--- src/hdl/ecd_pkg.sv ---
// Shared types, codes and constants of the event pixel change detector.
// Depends on nothing; the top level, controller and datapath import it.
package ecd_pkg;

	localparam int DEF_FRAME_WIDTH  = 128;
	localparam int DEF_FRAME_HEIGHT = 128;
	localparam int NUM_SLOTS        = 5;
	localparam int LEVEL_W          = 16;
	localparam int MOVE_W           = 19;   // holds NUM_SLOTS * 65535
	localparam int CFG_INDEX_W      = 4;
	localparam int CFG_DATA_W       = 8;

	localparam logic CMD_SAMPLE    = 1'b0;
	localparam logic CMD_THRESHOLD = 1'b1;

	localparam logic [CFG_INDEX_W-1:0] CFG_INTERPOLATE = CFG_INDEX_W'(0);
	localparam logic [CFG_INDEX_W-1:0] CFG_FULL_UPDATE = CFG_INDEX_W'(1);

	typedef struct packed {
		logic               command;
		logic [6:0]         col;
		logic [6:0]         row;
		logic [LEVEL_W-1:0] value;
		logic               frame_end;
	} pixel_req_t;

	typedef struct packed {
		logic [6:0] event_col;
		logic [6:0] event_row;
		logic       polarity;
		logic [2:0] slot;
		logic       last_of_run;
	} event_req_t;

	typedef struct packed {
		logic [CFG_INDEX_W-1:0] index;
		logic [CFG_DATA_W-1:0]  wdata;
	} cfg_req_t;

	typedef enum logic [2:0] {
		ST_IDLE,
		ST_READ,
		ST_EVAL,
		ST_COUNT,
		ST_UPDATE,
		ST_EMIT
	} ctrl_state_t;

	// Controller to datapath
	typedef struct packed {
		logic capture;     // request accepted this cycle
		logic load_diff;   // register reference, threshold and magnitude
		logic count_init;  // first threshold step
		logic count_step;  // one more threshold step
		logic write_ref;   // store the new reference level
		logic clear_emit;  // restart the event index
		logic emit;        // load the next event into the output register
	} ctrl_cmd_t;

	// Datapath to controller
	typedef struct packed {
		logic live;        // accepted sample must be compared
		logic fire;        // magnitude above threshold
		logic interp;      // interpolating mode
		logic count_more;  // another step fits
		logic out_free;    // output register can take an event
		logic emit_last;   // current event ends the run
	} dp_status_t;

	// Slot of event i for a run of the given step count.
	function automatic logic [2:0] slot_of(input logic [2:0] steps, input logic [2:0] i);
		logic [14:0] pat;
		unique case (steps)
			3'd1:    pat = {3'd0, 3'd0, 3'd0, 3'd0, 3'd2};
			3'd2:    pat = {3'd0, 3'd0, 3'd0, 3'd3, 3'd1};
			3'd3:    pat = {3'd0, 3'd0, 3'd3, 3'd2, 3'd1};
			3'd4:    pat = {3'd0, 3'd4, 3'd3, 3'd1, 3'd0};
			3'd5:    pat = {3'd4, 3'd3, 3'd2, 3'd1, 3'd0};
			default: pat = '0;
		endcase
		if (i < 3'(NUM_SLOTS))
			return pat[int'(i)*3 +: 3];
		return 3'd0;
	endfunction

endpackage

--- src/hdl/ecd_ctrl.sv ---
// Sequencing state machine of the change detector.
// Depends on ecd_pkg; drives the datapath through ctrl_cmd_t only.
module ecd_ctrl
	import ecd_pkg::*;
(
	input  logic       clk,
	input  logic       arst_n,
	input  logic       in_valid,
	output logic       in_ready,
	input  dp_status_t status,
	output ctrl_cmd_t  cmd
);
	ctrl_state_t state_q, state_d;

	always_ff @(posedge clk or negedge arst_n) begin
		if (!arst_n)
			state_q <= ST_IDLE;
		else
			state_q <= state_d;
	end

	always_comb begin
		state_d  = state_q;
		cmd      = '0;
		in_ready = 1'b0;
		unique case (state_q)
			ST_IDLE: begin
				in_ready = 1'b1;
				if (in_valid) begin
					cmd.capture = 1'b1;
					if (status.live)
						state_d = ST_READ;
				end
			end
			ST_READ: begin
				cmd.load_diff = 1'b1;
				state_d       = ST_EVAL;
			end
			ST_EVAL: begin
				if (!status.fire) begin
					state_d = ST_IDLE;
				end else begin
					cmd.count_init = 1'b1;
					state_d        = status.interp ? ST_COUNT : ST_UPDATE;
				end
			end
			ST_COUNT: begin
				if (status.count_more)
					cmd.count_step = 1'b1;
				else
					state_d = ST_UPDATE;
			end
			ST_UPDATE: begin
				cmd.write_ref  = 1'b1;
				cmd.clear_emit = 1'b1;
				state_d        = ST_EMIT;
			end
			ST_EMIT: begin
				if (status.out_free) begin
					cmd.emit = 1'b1;
					if (status.emit_last)
						state_d = ST_IDLE;
				end
			end
			default: state_d = ST_IDLE;
		endcase
	end
endmodule

--- config.mk ---
export PLATFORM = sky130hd
export DESIGN_NAME = ecd_ctrl
export DESIGN_NICKNAME = d
export VERILOG_FILES = /design/src/hdl/ecd_pkg.sv /design/src/hdl/ecd_ctrl.sv
export SDC_FILE = /design/constraint.sdc
export NUM_CORES = 1
export LEC_CHECK = 0
export BUFFER_PORTS_ARGS = -buffer_cell sky130_fd_sc_hd__buf_2
export CELL_PAD_IN_SITES_DETAIL_PLACEMENT = 2
export CELL_PAD_IN_SITES_GLOBAL_PLACEMENT = 2
export CORE_AREA = 2 2 39 41
export DETAILED_ROUTE_END_ITERATION = 7
export DIE_AREA = 0 0 41 43
export PLACE_DENSITY = 0.74
export SYNTH_ARGS = -nofsm -noshare
export SYNTH_HDL_FRONTEND = slang
export SYNTH_SLANG_ARGS = --single-unit
--- constraint.sdc ---
create_clock -name clk -period 1.7 [get_ports clk]
set_input_delay 0.34 -clock clk [delete_from_list [all_inputs] [get_ports clk]]
set_output_delay 0.34 -clock clk [all_outputs]
set_load 0.01 [all_outputs]
* Word-level counts from Yosys, hierarchy flattened
Index checks and enable logic that the tools add are counted.
** Word-level totals
- Register bits after elaboration :: 3
- Latch bits :: 0
- Bits in writable memories :: 0
- Memory bits (read-only) :: 0
- Input port bits :: 9
- Output and inout port bits :: 8
- Word-level logic and storage cells :: 32
- Memories :: 0
** Cells by class
- $add $sub $neg :: 0
- Multiply operators :: 0
- Divide/modulo/power cells :: 0
- Magnitude comparators :: 0
- Equality and inequality tests :: 10
- Shift-type cells :: 0
- Multiplexer cells :: 19
- Bitwise operators :: 0
- Reductions and logical operators :: 2
** Operator list (number)
- $mux W3 :: 7
- $pmux W3 S6 :: 1
- $mux W1 :: 10
- $ne A2 B2 Y1 const B :: 5
- $eq A3 B2 Y1 const B :: 2
- $eq A3 B3 Y1 const B :: 2
- $reduce_and A5 Y1 :: 1
- $eq A3 B1 Y1 const B :: 1
- $logic_not A3 Y1 :: 1
- $mux W2 :: 1

* Logic depth before layout (Yosys ltp)
Gate-level depths: netlist of the first run.
- Word-level depth :: 3
- Mapped depth :: 4
- Depth with buffers taken out :: 3

* Least setup slack after synthesis of the first run
OpenSTA, ideal clock, no wires.
- Path kind :: register to output
- Start :: register state_q[2]
- End :: output cmd[2] (netlist bit)
- Arrival :: 1.096 ns
- Data required time :: 1.360 ns
- Path slack :: 0.264 ns
- Cell stages (with the launch flop) :: 4
- Path buffers :: 1
- Cell sequence :: dfrtp_1 > nor2b_2 > nor2b_1 > buf_4
** RTL lines
- start, declared :: line ecd_ctrl.sv:13 : ctrl_state_t state_q, state_d;
- start signal, assigned :: line ecd_ctrl.sv:19 : state_q <= state_d;
- end, declared :: line ecd_ctrl.sv:11 : output ctrl_cmd_t cmd

==> results of run 1 <==
-- timing repair --
action	4_1_cts	5_1_grt
hold buffers	1	0
gates resized for setup	0	2
endpoints found under the hold margin	3	0
endpoints found under the setup margin	0	4
-- through the flow --
stage / power (W) / util (%) / setup WS (ns) / cells / hold slack (ns)
finish: 0.0006324 / 26.58 / 0.1239 / 66 / 0.4318
global placement: 0.0004908 / 23.78 / 0.3328 / 61 / 0.1362
detailed placement: 0.0004981 / 23.78 / 0.2962 / 61 / 0.1379
floorplan: 0.0003938 / - / 0.2641 / 31 / 0.04441
CTS: 0.0006364 / 26.40 / 0.02442 / 66 / 0.4260
global route: 0.0006944 / 26.58 / 0.01357 / 66 / 0.4345
-- final cells by class --
class / instances / area, µm²
fill: 183 / 1016
multi-input combinational: 25 / 150.1
timing repair buffer: 17 / 90.09
sequential: 3 / 77.57
clock buffer: 4 / 26.28
tap: 16 / 20.02
inverter: 1 / 3.754
-- cell usage in the layout (no fill, tap or decap) --
cell / instances
nor2b_2: 1
nand2_1: 6
and2_1: 1
a211oi_1: 1
dfrtp_2: 2
nor2b_4: 1
clkbuf_1: 1
a22o_1: 2
o221ai_1: 1
nor3b_1: 1
nor2b_1: 1
a31oi_1: 2
inv_1: 1
dlygate4sd3_1: 1
dfrtp_1: 1
buf_2: 16
nor3_1: 2
o21ai_0: 1
clkbuf_4: 3
nor2_1: 3
and3_1: 2
-- kinds of logic after synthesis --
| group | Yosys count |
|---|---|
| flip-flops | 3 |
| buffers and inverters | 3 |
| AO/OA/AOI/OAI | 7 |
| AND/OR/NAND/NOR | 18 |
-- power breakdown --
group	leakage, nW	switching, W	total [W]	internal [W]
combinational	0.141	0.000152	0.000308	0.000156
clock	0.0150	0.0000364	0.000124	0.0000879
sequential	0.0349	0.0000888	0.000200	0.000111
-- Yosys cell counts --
cell type	instances	area share (%)
nand2_1	6	9.4
dfrtp_1	3	31
nor2_1	3	4.7
a22o_1	2	7.3
a31oi_1	2	5.2
and3_1	2	5.2
nor3_1	2	4.2
a211oi_1	1	3.1
and2_1	1	2.6
buf_4	1	3.1
clkbuf_1	1	1.6
inv_1	1	1.6
nor2b_1	1	2.6
nor2b_2	1	3.6
nor2b_4	1	5.7
nor3b_1	1	3.1
o21ai_0	1	2.1
o221ai_1	1	3.6
-- how the worst max path moves through the flow --
stage	startpoint	end	slack (ns)
6_report	state_q[1]$_DFFE_PN0P_	cmd[1]	0.12
5_1_grt	state_q[1]$_DFFE_PN0P_	cmd[3]	0.01
4_1_cts	state_q[2]$_DFFE_PN0P_	cmd[1]	0.02
3_5_place_dp	state_q[2]$_DFFE_PN0P_	cmd[1]	0.30
3_3_place_gp	state_q[2]$_DFFE_PN0P_	cmd[1]	0.33
2_1_floorplan	state_q[2]$_DFFE_PN0P_	cmd[2]	0.26
-- per-layer routing --
layer / vias up / track usage, % / routed length (µm) / share of wire [%]
li1: 148 / - / - / -
met1: 152 / 11.82 / 333 / 40
met2: 12 / 19.69 / 444 / 53
met3: 0 / 4.712 / 65 / 7.7
met4: 0 / 4.000 / 0 / 0
met5: - / 0 / 0 / 0
==> impl_metrics.tcl, run 1 <==
set metrics [dict create \
    status "finished clean" \
    tightestPinTransition_ns 0.2715 \
    largest_reg_flops 3 \
    path_class "reg2out" \
    synthSimpleGateAreaFrac_pct 41.15 \
    critPathLaunchType "register" \
    yosysUniqueCellTypes 18 \
    rsz0062_at_grt "false" \
    relSlewSlack_pct 81.90 \
    post_drt_wl_per_cell_um 12.77 \
    die_area_um2 1763 \
    top_regs "state_q x3" \
    cp_max_fo 8 \
    cts_max_level 1 \
    critPathSlowestCell "dfrtp_1" \
    wl_um 843 \
    cts.root.buffer_cell "clkbuf_4" \
    area_growth_pct 53.13 \
    ir_drop_mv 0.2791 \
    ys_warn_count 0 \
    drtIter0Drc 1 \
    power-per-cell-area_nw_per_um2 1719 \
    top_register "state_q" \
    rrSetupSlack_ns 0.54 \
    final_nets 60 \
    yosys.area_share.xor_xnor_pct 0 \
    cts_inserted_buffers 3 \
    ios 17 \
    critPathTopFamily "flip-flops" \
    grt-ovfl-total 0 \
    drv_slew 0 \
    start_util_pct 17.36 \
    viasPerCell 4.727 \
    diodes 0 \
    cp_data_arrival_time_ns 1.24 \
    hpwl_um 613.4 \
    yosysSeqAreaShare_pct 31.25 \
    place_congestion 0.7290 \
    core_um2 1384 \
    fp.dieW_um 41 \
    drc_errors 0 \
    antenna_found_initial 0 \
    hold_viol 0 \
    cts_setup_buffers 0 \
    period_minus_slack_ns 1.576 \
    place_area_um2 329.1 \
    syn_nets 40 \
    min_path_type "in2async" \
    muxShareOfSynthArea_pct 0 \
    setup_viol 0 \
    timing.rr.start "state_q[1]$_DFFE_PN0P_" \
    p_leak_nw 0.1907 \
    syn_avg_cell_area_um2 7.749 \
    grt_pass1_wl_mm 1.380 \
    cp.depth 3 \
    clk_latency_ns 0.23 \
    crit_chain "nor2b_2 > nor2b_1 > buf_2" \
    clk_pin_slew_ns 0.04 \
    tns_ns 0 \
    synth_top_family_by_area "simple AND/OR/NAND/NOR gates" \
    cts_tree "yes" \
    synth_compound_area_share_pct 21.35 \
    portBuffers 16 \
    postLayoutCellArea_um2 367.9 \
    ant_nets 0 \
    crit_path_end_kind "output pin" \
    grt_usage_pct 11.52 \
    fin_crit_sh_pct 92.71 \
    clock-sinks 3 \
    grt_pass1_vias 318 \
    vias 312 \
    worst-path-buf-inv 1 \
    max_cap_violations 0 \
    finalClockSkew_ns 0.002576 \
    grt_max_degree 13 \
    die_h_um 43 \
    synth-seq-cells 3 \
    cts.path.max_buffers 2 \
    syn_area_um2 240.2 \
    drive_gt1_share_pct 46.00 \
    drt_pass1_iterations 2 \
    reg2reg_to "state_q[0]$_DFFE_PN0P_" \
    r2r_cells 3 \
    crit_required_ns 1.36 \
    slowest_delay_ns 0.46 \
    netlist_instances 31 \
    rows 14 \
    synth_fa_ha_area_share_pct 0 \
    fmax_ghz 0.6345 \
]
Power figures use the tool's default switching activity.
==> run 2, diff against run 1 <==
--- a/config.mk
+++ b/config.mk
@@ -5,13 +5,13 @@
 export SDC_FILE = /design/constraint.sdc
 export NUM_CORES = 1
 export LEC_CHECK = 0
-export BUFFER_PORTS_ARGS = -buffer_cell sky130_fd_sc_hd__buf_2
 export CELL_PAD_IN_SITES_DETAIL_PLACEMENT = 2
 export CELL_PAD_IN_SITES_GLOBAL_PLACEMENT = 2
 export CORE_AREA = 2 2 39 41
 export DETAILED_ROUTE_END_ITERATION = 7
 export DIE_AREA = 0 0 41 43
-export PLACE_DENSITY = 0.74
+export DONT_BUFFER_PORTS = 1
+export PLACE_DENSITY = 0.52
 export SYNTH_ARGS = -nofsm -noshare
 export SYNTH_HDL_FRONTEND = slang
 export SYNTH_SLANG_ARGS = --single-unit
==> impl_metrics.tcl, run 2 (synthesis results as in run 1) <==
set metrics [dict create \
    critPathSlowestCell "dfrtp_1" \
    cts.root.buffer_cell "clkbuf_4" \
    drtIter0Drc 1 \
    cp_data_arrival_time_ns 1.26 \
    slowest_delay_ns 0.49 \
    cts_max_level 1 \
    max_cap_violations 0 \
    worst-path-buf-inv 1 \
    hp-start "status[2]" \
    p_leak_nw 0.1340 \
    drc_errors 0 \
    rsz0062_at_grt "false" \
    cts_inserted_buffers 3 \
    timing.rr.start "state_q[1]$_DFFE_PN0P_" \
    cp_max_fo 7 \
    rows 14 \
    period_minus_slack_ns 1.596 \
    top_regs "state_q x3" \
    portBuffers 0 \
    cts_setup_buffers 0 \
    viasPerCell 4.788 \
    top_register "state_q" \
    cp-startpoint "state_q[2]$_DFFE_PN0P_" \
    cts_tree "yes" \
    layout_commonest_cell "nand2_1" \
    grt_max_degree 13 \
    setup_viol 0 \
    ios 17 \
    hold_viol 0 \
    ir_drop_mv 0.3083 \
    vias 249 \
    holdPathEnd "state_q[1]$_DFFE_PN0P_" \
    grt_pass1_wl_mm 1.083 \
    core_um2 1384 \
    fin_crit_sh_pct 93.87 \
    final_nets 46 \
    grt-ovfl-total 0 \
    r2r_cells 3 \
    drive_gt1_share_pct 19.44 \
    start_util_pct 17.36 \
    relSlewSlack_pct 74.05 \
    die_h_um 43 \
    crit_required_ns 1.36 \
    cts.path.max_buffers 2 \
    critPathTopFamily "flip-flops" \
    crit_chain "nor2b_4 > nor2b_1 > buf_4" \
    grt_pass1_vias 266 \
    reg2reg_to "state_q[0]$_DFFE_PN0P_" \
    drt_pass1_iterations 2 \
    fmax_ghz 0.6266 \
    grt_usage_pct 9.567 \
    critPathLaunchType "register" \
    post_drt_wl_per_cell_um 13.40 \
    ant_nets 0 \
    rrSetupSlack_ns 0.51 \
    clock-sinks 3 \
    tns_ns 0 \
    most-common-layout-cells "nand2_1 (6), nor2_1 (3), clkbuf_4 (3), dfrtp_1 (3)" \
    tightestPinTransition_ns 0.3884 \
    path_class "reg2out" \
    drv_slew 0 \
    clk_latency_ns 0.23 \
    diodes 0 \
    crit_path_end_kind "output pin" \
    place_congestion 0.7061 \
    finalClockSkew_ns 0.00005554 \
    min_path_type "in2reg" \
    power-per-cell-area_nw_per_um2 1971 \
    fp.dieW_um 41 \
    area_growth_pct 27.08 \
    clk_pin_slew_ns 0.03 \
    largest_reg_flops 3 \
    die_area_um2 1763 \
    fin_util_pct 22.06 \
    status "finished clean" \
    wl_um 697 \
    min_path_cells 2 \
    hpwl_um 542.4 \
    antenna_found_initial 0 \
]
## run 2: cell count changes in the layout (fill, tap and decap cells not counted), sizes merged
cell	previous run	this run
buf	16	2
## run 2: worst max-delay path by stage
stage / endpoint / slack [ns] / cells past startpoint
CTS: cmd[1] / 0.03 / 3
floorplan: cmd[2] / 0.26 / 3
finish: cmd[1] / 0.10 / 3
global placement: cmd[1] / 0.32 / 3
detailed placement: cmd[1] / 0.27 / 3
global route: cmd[4] / 0.003 / 3
## run 2: repair_timing
action                                 CTS  global route
gates resized for setup                  0             1
setup endpoints to repair                0             2
hold buffers                             1             0
endpoints found under the hold margin    3             0
## run 2: worst register-to-register path: cells and delay by family (launching register included)
family,cells,cell delay (ns)
flip-flops,1,0.47
AND/OR/NAND/NOR,1,0.19
AO/OA/AOI/OAI,2,0.41
## run 2: routing by layer
| metal | up-vias | part of all wire (%) | track usage (%) |
|---|---|---|---|
| met2 | 12 | 47 | 14.37 |
| met1 | 116 | 39 | 9.740 |
| met5 | - | 0 | 0 |
| met4 | 0 | 2.4 | 6.000 |
| li1 | 119 | - | - |
| met3 | 2 | 11 | 5.236 |
## run 2: cell type report
type                       instances  area [µm²]
sequential                         3       75.07
inverter                           1       3.754
fill                             169        1079
tap                               16       20.02
multi-input combinational         25       155.1
timing repair buffer               3       25.02
clock buffer                       4       26.28
## run 2: power by group
group / switching [W] / total [W] / internal, W / leakage [nW]
Combinational: 0.000137 / 0.000284 / 0.000146 / 0.0819
Clock: 0.0000357 / 0.000124 / 0.0000879 / 0.0150
Sequential: 0.0000887 / 0.000195 / 0.000106 / 0.0372
Total: 0.000262 / 0.000602 / 0.000340 / 0.134
## run 2: stage by stage
| step | std cells | instance area (µm²) | setup WS [ns] | power, W | hold slack (ns) |
|---|---|---|---|---|---|
| 6_report | 52 | 305.3 | 0.1041 | 0.0006018 | 0.2845 |
| 4_1_cts | 52 | 300.3 | 0.02838 | 0.0006034 | 0.2867 |
| 5_1_grt | 52 | 305.3 | 0.002886 | 0.0006657 | 0.2765 |
| 3_5_place_dp | 47 | 264.0 | 0.2724 | 0.0004727 | 0.04447 |
| 2_1_floorplan | 31 | 240.2 | 0.2641 | 0.0003938 | 0.04441 |
| 3_3_place_gp | 47 | 264.0 | 0.3192 | 0.0004610 | 0.04448 |
